File: src/hw/rtl/lzwc_pkg.sv
// ----------------------------------------------------------------------------
// lzwc_pkg
// Shared types, constants and the dictionary hash of the LZW compressor.
// ----------------------------------------------------------------------------
`default_nettype none

package lzwc_pkg;

  localparam int CodeBits  = 16;
  localparam int CodeW     = 16;
  localparam int TableAw   = 16;
  localparam int EpochW    = 8;

  localparam logic [CodeW-1:0]  FirstLearned = CodeW'(258);
  localparam logic [CodeW-1:0]  EndCode      = CodeW'(256);
  localparam logic [CodeW-1:0]  ClearCode    = CodeW'(257);
  localparam logic [CodeW-1:0]  ResetCode    = CodeW'((32'd1 << CodeBits) - 32'd1);
  localparam logic [EpochW-1:0] EpochMax     = '1;

  typedef enum logic {
    KIND_DATA  = 1'b0,
    KIND_FLUSH = 1'b1
  } kind_e;

  typedef struct packed {
    kind_e      kind;
    logic [7:0] data_byte;
  } item_t;

  typedef struct packed {
    logic [EpochW-1:0] epoch;
    logic [CodeW-1:0]  prefix;
    logic [7:0]        data_byte;
    logic [CodeW-1:0]  code;
  } slot_t;

  function automatic logic [TableAw-1:0] hash_pair(input logic [CodeW-1:0] prefix,
                                                   input logic [7:0] b);
    logic [15:0] p;
    logic [15:0] m;
    p = 16'(prefix);
    m = 16'(b) * 16'h009D;
    return TableAw'({p[7:0], 8'h00} ^ {8'h00, p[15:8]} ^ m);
  endfunction

endpackage

`default_nettype wire

File: src/hw/rtl/lzwc_front.sv
// ----------------------------------------------------------------------------
// lzwc_front
// Accepts input requests, classifies them and holds them in a two-entry queue.
// ----------------------------------------------------------------------------
`default_nettype none

module lzwc_front import lzwc_pkg::*; (
  input  wire logic       clk_i,
  input  wire logic       rst_ni,
  input  wire logic       s_axis_tvalid_i,
  output logic            s_axis_tready_o,
  input  wire logic [7:0] s_axis_tdata_i,
  input  wire logic       s_axis_tuser_i,
  output logic            item_valid_o,
  output item_t           item_o,
  input  wire logic       item_pop_i
);

  item_t      buf_q [2];
  logic       wr_q, rd_q;
  logic [1:0] cnt_q;
  logic       push;
  item_t      in_item;

  assign s_axis_tready_o = (cnt_q != 2'd2);
  assign push            = s_axis_tvalid_i && s_axis_tready_o;
  assign item_valid_o    = (cnt_q != 2'd0);
  assign item_o          = buf_q[rd_q];

  always_comb begin
    in_item.kind      = s_axis_tuser_i ? KIND_FLUSH : KIND_DATA;
    in_item.data_byte = s_axis_tdata_i;
  end

  always_ff @(posedge clk_i or negedge rst_ni) begin
    if (!rst_ni) begin
      wr_q  <= 1'b0;
      rd_q  <= 1'b0;
      cnt_q <= 2'd0;
    end else begin
      if (push) wr_q <= ~wr_q;
      if (item_pop_i) rd_q <= ~rd_q;
      cnt_q <= cnt_q + 2'(push) - 2'(item_pop_i);
    end
  end

  always_ff @(posedge clk_i) begin
    if (push) buf_q[wr_q] <= in_item;
  end

endmodule

`default_nettype wire

File: config.mk
export PLATFORM = sky130hd
export DESIGN_NAME = lzwc_front
export DESIGN_NICKNAME = d
export VERILOG_FILES = /design/src/hw/rtl/lzwc_pkg.sv /design/src/hw/rtl/lzwc_front.sv
export SDC_FILE = /design/constraint.sdc
export NUM_CORES = 1
export LEC_CHECK = 0
export BUFFER_PORTS_ARGS = -buffer_cell sky130_fd_sc_hd__buf_2
export CAP_MARGIN = 20
export CORE_MARGIN = 8
export CORE_UTILIZATION = 46
export CTS_BUF_LIST = sky130_fd_sc_hd__clkbuf_16
export CTS_CLUSTER_DIAMETER = 200
export DETAILED_ROUTE_END_ITERATION = 8
export GPL_TIMING_DRIVEN = 0
export PLACE_DENSITY = 0.74
export SLEW_MARGIN = 25
export SYNTH_ARGS = -nofsm -noshare
export SYNTH_HDL_FRONTEND = slang
export SYNTH_SLANG_ARGS = --single-unit
File: constraint.sdc
create_clock -name clk_i -period 2 [get_ports clk_i]
set_clock_uncertainty 0.05 [all_clocks]
set_input_delay 0.3 -clock clk_i [delete_from_list [all_inputs] [get_ports clk_i]]
set_output_delay 0.3 -clock clk_i [all_outputs]
set_load 0.01 [all_outputs]
# ---- After elaboration in Yosys (flattened, before gate mapping)
# Memory sizes are Yosys's and may differ from the RTL's.
# Cells that the tools add are included.
dict set report totals {
  regBits 4
  ramBits 18
  input_bits 13
  out_inout_bits 11
  n_memories 1
}
# memory words word_bits rd rd_clocked_by_memory_dff wr line_no
set memory_table {}
lappend memory_table {buf_q 2 9 1 0 1 lzwc_front.sv:19} ;# item_t buf_q [2];
dict set report classes {
  n_addsub 2
  eq_ne 1
  n_mux 3
  bitwise_logic 2
  reduce_logical 2
}
# operator n
set op_table {}
lappend op_table {{1-bit two-way mux} 3}
lappend op_table {{2-bit by 1-bit adder with 2-bit output} 1}
lappend op_table {{2-bit != test (second input constant)} 1}
lappend op_table {{1-bit inverter} 2}
lappend op_table {{2-bit nonzero test} 1}
lappend op_table {{2-bit by 1-bit subtractor with 2-bit output} 1}
lappend op_table {{1-bit logical AND} 1}

# ---- Longest topological paths before layout
# Gate-level depths: netlist of run 1.
dict set report depth {
  depth_word 4
  depth_mapped 5
  mapped_depth_nobuf 5
}

# ---- Worst setup path after synthesis of run 1
# Ideal clock, no wire load.
dict set report synth_path {
  path_type {register to register}
  start {register cnt_q[1]}
  end {memory buf_q[0][0] (netlist bit), enable pin}
  t_arrival_ps 1106
  required_time_ps 1576
  slack_ps 470
  stages_incl_launch_ff 4
  n_path_buf 0
  period_less_slack_ps 1530
  cell_sequence {dfrtp_1 > nand2b_1 > nand2_1 > nor2_1}
}
dict set report synth_via {
  elab_chain_cells 4
}
# item line_no
set synth_rtl {}
lappend synth_rtl {{start, declared} lzwc_front.sv:21} ;# logic [1:0] cnt_q;
lappend synth_rtl {{start signal, assigned} lzwc_front.sv:43} ;# cnt_q <= cnt_q + 2'(push) - 2'(item_pop_i);
lappend synth_rtl {{2-bit != test} lzwc_front.sv:25} ;# assign s_axis_tready_o = (cnt_q != 2'd2);
lappend synth_rtl {{via s_axis_tready_o} lzwc_front.sv:11} ;# output logic s_axis_tready_o,
lappend synth_rtl {{1-bit logical AND} lzwc_front.sv:26} ;# assign push = s_axis_tvalid_i && s_axis_tready_o;
lappend synth_rtl {{1-bit two-way mux} lzwc_front.sv:48} ;# if (push) buf_q[wr_q] <= in_item;
lappend synth_rtl {{1-bit two-way mux (not written as such)} lzwc_front.sv:48}
lappend synth_rtl {{end, declared} lzwc_front.sv:19}
# The timed path passes the listed nets, and every way through them passes these cells.

# ---- Final worst setup path of run 1
dict set report layout_path {
  start {register cnt_q[1]}
  end {memory buf_q[0][5] (netlist bit), enable pin}
}
dict set report layout_via {
  elab_chain_cells 4
}
# item line_no
set layout_rtl {}
lappend layout_rtl {{2-bit != test} lzwc_front.sv:25}
lappend layout_rtl {{1-bit logical AND} lzwc_front.sv:26}
lappend layout_rtl {{1-bit two-way mux} lzwc_front.sv:48}
lappend layout_rtl {{1-bit two-way mux (not written as such)} lzwc_front.sv:48}
# No other way between the ends.

==> qor.yml, run 1 <==
critical_path:
  r2r_start: "cnt_q[1]"
  critPathLaunch: "cnt_q[1]"
  crit_type: "reg2reg"
  startpoint_type: "flip-flop"
  rr_worst_depth: 3
  crit_required_ns: 1.83
  cp_data_arrival_time_ns: 1.55
  crit_path_end_kind: "flip-flop"
  crit_fanout: 9
layout:
  nFillCells: 142
  fin_cells: 98
  nets: 88
  antennaDiodeCount: 0
  regArea_sq_um: 641
  multi_input_area_sq_um: 206
  areaGrowthSynthToFinish_pct: 27.6
  drive_gt1_share_pct: 41.1
placed_design:
  place_inst: 93
  portBuffers: 23
  dp_slack_ns: 0.246
  dp_hpwl_microns: 989
  gp_congestion: 0.618
synthesis:
  ys_ff_latch: 22
  synthSimpleGateAreaFrac_pct: 4.55
  synth_area_leader_cell: "edfxtp_1"
  ys.flop_type: "edfxtp_1"
  synth.area.top_cells: "edfxtp_1 63%, mux2_1 12%, dfrtp_1 12%"
  post-synth-top-count-cell: "edfxtp_1"
  syn-instance-count: 45
  synth_area_sq_um: 852
  ys_top_cells_by_count: "18 x edfxtp_1, 9 x mux2_1, 4 x dfrtp_1"
  synth_top_family_by_area: "multiplexers"
  yosys.area.top_type_share_pct: 63.4
  synth_fa_ha_area_share_pct: 1.47
  synth-async-reset-ratio_pct: 18.2
  synth-edff-count: 18
  synth_cell_types: 15
  syn_area_per_cell_sq_um: 18.9
  synthMuxAreaShare_pct: 11.9
  seq_area_frac_synth_pct: 75.2
  synth_warnings: 0
  synth_nets: 59
  synth_xor_area_share_pct: 4.11
  synth_compound_area_share_pct: 2.20
clock_network:
  clkLatencyLatePin_ns: 0.25
  cts_tree: "done"
  cts.sinks: 22
  postCtsSetupBuffers: 0
  clock_path_buffers: 2
  numCtsBuffers: 3
  clk_pin_slew_ns: 0.05
  cts_root_buf: "clkbuf_16"
  htree_num_levels: 1
power_and_ir_drop:
  ir_drop_v: 0.000831
  leakage_nw: 0.432
  power.density_nw_per_um2: 1420
global_routing:
  grt_pass1_wl_mm: 2.06
  grt_pass1_vias: 492
  grt_overflow_total: 0
  grt_max_degree: 13
  antenna_found_initial: 0
  grtUsageTotal_pct: 8.33
route:
  drc: 0
  ant_nets: 0
  routedWlPerCell_microns: 13.9
  num_vias: 462
  wl_mm: 1.36
  drt_iter0_drc: 7
  avgViaCountPerCell: 4.71
  first_pass_iters: 2
sta:
  final.period_utilization_pct: 86.2
  fin_ws_ns: 0.275
  slew_headroom_pct: 46.6
  layout_min_cycle_time_ns: 1.72
  fin_tns_setup_ns: 0
  hold_viol_final: 0
  drv_slew: 0
  fmax_mhz: 580
  setup_viol: 0
  rsz0062_at_grt: "false"
  tightest_slew_ns: 0.798
die:
  die_w_microns: 59.0
  coreArea_sq_um: 1730
  ios: 24
  row_count: 15
  start_util_pct: 49.3
  die_area_sq_um: 3490
  fp.dieH_microns: 59.0
worst_hold_path:
  min_from: "s_axis_tdata_i[7]"
  whs_path_depth: 1
  hold_class: "in2reg"
flow_run:
  maxCapViolCount: 0
outcome:
  status: "finished, final reports clean"
## state kept, by name, indices dropped and copies added (netlist names)
name	count
rd_q	1
buf_q	18
wr_q	1
cnt_q	2
## report_power, final
group	switching, mW	total, mW	leakage [nW]	internal (mW)
Clock	0.138	0.404	0.0385	0.266
Combinational	0.247	0.453	0.179	0.206
Sequential	0.0460	0.685	0.214	0.639
Total	0.431	1.54	0.432	1.11
## metrics by stage
step                      power, mW  instance area, sq um  hold slack, ns  utilization [%]
final                          1.54                  1090           0.188             63.0
after global routing           1.62                  1090           0.184             63.0
after detailed placement       1.16                   998          0.0612             57.8
after floorplan               0.984                   852         -0.0456                -
after global placement         1.14                   998          0.0618             57.8
after CTS                      1.57                  1090           0.185             63.0
## cells by family after synthesis
group                      count (synthesis)
muxes                                      9
DFF                                       22
buffers and inverters                      1
adders and majority gates                  1
xor gates and xnor gates                   4
AOI/OAI and AO/OA                          2
and+or+nand+nor                            6
## per-layer routing
| metal | up-vias | global-route usage (%) | wire, microns | part of all wire [%] |
|---|---|---|---|---|
| met5 | - | 0 | 0 | 0 |
| met4 | 0 | 6.14 | 14 | 1.0 |
| met3 | 2 | 3.69 | 93 | 6.8 |
| met2 | 13 | 14.3 | 688 | 51 |
| met1 | 221 | 7.54 | 561 | 41 |
| li1 | 226 | - | - | - |
## worst paths after layout
check,end,slack (ns)
setup / recovery,buf_q[0][5],0.28
hold / removal,buf_q[1][7],0.19
setup reg to reg,buf_q[0][5],0.28
hold reg to reg,wr_q,0.45
max in group asynchronous,cnt_q[1],1.43
min in group asynchronous,wr_q,0.35
## cells in the final DEF (no fill, tap or decap)
master / instances
a21bo_1: 1
dlygate4sd3_1: 1
buf_2: 24
xor2_1: 1
dfrtp_1: 4
clkinv_1: 1
nand2b_1: 1
xnor2_1: 3
clkbuf_16: 3
nor2_1: 1
nand2_1: 1
a21oi_2: 1
edfxtp_1: 18
ha_1: 1
and3_1: 1
mux2_1: 9
nor3b_2: 1
or2_2: 1
## area by class of cell
type                       count  share of cell area [%]
multi-input combinational     22                    19.0
clock inverter                 1                   0.345
clock buffer                   3                    6.90
timing repair buffer          24                    11.5
sequential                    22                    58.9
tap                           25                    2.88
buffer                         1                   0.460
## critical path, stage by stage (launching register included)
cell	delay, ns
dfrtp_1	0.42
nand2b_1	0.13
nand2_1	0.12
nor2_1	0.63
## what timing repair did
| action | in CTS | in global routing |
|---|---|---|
| gates resized for setup | 0 | 0 |
| endpoints found under the setup margin | 0 | 0 |
| hold buffers | 1 | 0 |
| hold endpoints to repair | 4 | 0 |
No activity file was read; power rests on OpenSTA's default activity.
==> inputs of run 2 (changes only) <==
- CAP_MARGIN: 20 -> 5
- CORE_UTILIZATION: 46 -> 49
- PLACE_DENSITY: 0.74 -> 0.78
==> qor.yml, run 2 (synthesis results as in run 1) <==
power_and_ir_drop:
  power.density_nw_per_um2: 1430  # +0.98%
  ir_drop_v: 0.000793  # -4.5%
  leakage_nw: 0.432  # unchanged
worst_hold_path:
  hold_class: "in2reg"
die:
  die_w_microns: 57.7  # -2.3%
  coreArea_sq_um: 1690  # -2.2%
  row_count: 15  # unchanged
  die_area_sq_um: 3330  # -4.5%
  start_util_pct: 50.4  # +1.1 points
  ios: 24  # unchanged
  fp.dieH_microns: 57.7  # -2.3%
global_routing:
  grt_pass1_wl_mm: 2.19  # +6.3%
  grt_pass1_vias: 513  # +4.3%
  antenna_found_initial: 0  # unchanged
  grtUsageTotal_pct: 8.97  # +0.65 points
  grt_overflow_total: 0  # unchanged
  grt_max_degree: 13  # unchanged
clock_network:
  cts.sinks: 22  # unchanged
  htree_num_levels: 1  # unchanged
  clk_pin_slew_ns: 0.06  # about the same
  holdBufCountCts: 1  # unchanged
  clkLatencyLatePin_ns: 0.25  # about the same
  cts_root_buf: "clkbuf_16"
  postCtsSetupBuffers: 0  # unchanged
  cts_tree: "done"
  clock_path_buffers: 2  # unchanged
  cts_resized: 0  # unchanged
  numCtsBuffers: 3  # unchanged
layout:
  areaGrowthSynthToFinish_pct: 26.4
  drive_gt1_share_pct: 41.1  # unchanged
  largest_reg_flops: 18  # unchanged
  mostFrequentLayoutCell: "buf_2"
  antennaDiodeCount: 0  # unchanged
  fin_util_pct: 63.8  # +0.81 points
  nets: 88  # unchanged
  final_cell_mix: "24 x buf_2, 18 x edfxtp_1, 9 x mux2_1, 4 x dfrtp_1"
  reg_top3: "buf_q x18, cnt_q x2"
  regMostFlops: "buf_q"
route:
  wl_mm: 1.32  # -2.6%
  num_vias: 474  # +2.6%
  first_pass_iters: 2  # unchanged
  avgViaCountPerCell: 5.27  # +12%
  routedWlPerCell_microns: 14.7  # +6.1%
  ant_nets: 0  # unchanged
  drt_iter0_drc: 8  # +1
  drc: 0  # unchanged
sta:
  fin_tns_setup_ns: 0  # unchanged
  tightest_slew_ns: 0.733  # -0.0650 ns
  drv_slew: 0  # unchanged
  slew_headroom_pct: 50.9  # +4.4 points
  fmax_mhz: 600  # +3.4%
  hold_viol_final: 0  # unchanged
  rsz0062_at_grt: "false"
  layout_min_cycle_time_ns: 1.67  # -0.0574 ns
  final.period_utilization_pct: 83.4  # -2.9 points
  setup_viol: 0  # unchanged
outcome:
  status: "finished, final reports clean"
critical_path:
  critPathLaunch: "cnt_q[1]"
  crit_path_end_kind: "flip-flop"
  startpoint_type: "flip-flop"
  worstReg2RegEnd: "buf_q[0][4]"
  crit_required_ns: 1.83  # about the same
  slowest_delay_ns: 0.58  # -0.05 ns
  rr_worst_depth: 3  # unchanged
  r2r_slack_ns: 0.33  # +0.06 ns
  critical_path.endpoint: "buf_q[0][4]"
  cp_data_arrival_time_ns: 1.50  # -0.05 ns
  crit_slowest_cell: "nor2_1"
  crit_fanout: 9  # unchanged
  crit_chain: "nand2b_1 -> nand2_1 -> nor2_1"
  crit_type: "reg2reg"
  r2r_start: "cnt_q[1]"
placed_design:
  gp_congestion: 0.630  # +2.0%
  portBuffers: 23  # unchanged
flow_run:
  maxCapViolCount: 0  # unchanged
run 2: cell counts in the layout (fill, tap and decap cells not counted):
No cell type changed its count.
run 2: cell type report:
type,count,area (sq um)
well taps,17,21.3
repair buffers,24,125
flip-flops and latches,22,641
plain buffers,1,5.00
fillers,126,612
multi-input cells,22,206
clock inverters,1,3.75
clock buffers,3,75.1
run 2: how the worst min path moves through the flow:
stage / cells after the start / slack [ns] / to / from
after floorplan: 0 / -0.05 / cnt_q[0] / rst_ni
after global placement: 1 / 0.06 / wr_q / rst_ni
after detailed placement: 1 / 0.06 / wr_q / rst_ni
after CTS: 1 / 0.18 / buf_q[0][7] / s_axis_tdata_i[7]
after global routing: 1 / 0.18 / buf_q[0][7] / s_axis_tdata_i[7]
final: 1 / 0.18 / buf_q[1][7] / s_axis_tdata_i[7]
run 2: routing by layer:
layer | GRT usage (%) | wire length [microns] | up-vias
li1 | - | - | 222
met1 | 9.27 | 589 | 230
met2 | 14.3 | 629 | 17
met3 | 3.31 | 66 | 5
met4 | 7.34 | 37 | 0
met5 | 0 | 0 | -
run 2: worst max-delay path: cells and delay by family, from the launching register on:
family / cells / cell delay, ns
DFF: 1 / 0.42
and+or+nand+nor: 3 / 0.83
run 2: power by group:
group          switching, mW  internal (mW)  leakage, nW
registers             0.0460          0.639        0.214
clock network          0.145          0.266       0.0385
logic                  0.241          0.206        0.179
run 2: through the flow:
stage | power, mW | worst slack [ns] | hold WS, ns | instance area, sq um | cells
6_report | 1.54 | 0.333 | 0.182 | 1080 | 90
3_5_place_dp | 1.15 | 0.325 | 0.0639 | 988 | 85
2_1_floorplan | 0.984 | 0.470 | -0.0456 | 852 | 45
3_3_place_gp | 1.14 | 0.303 | 0.0598 | 988 | 85
4_1_cts | 1.56 | 0.305 | 0.182 | 1080 | 90
5_1_grt | 1.63 | 0.200 | 0.180 | 1080 | 90
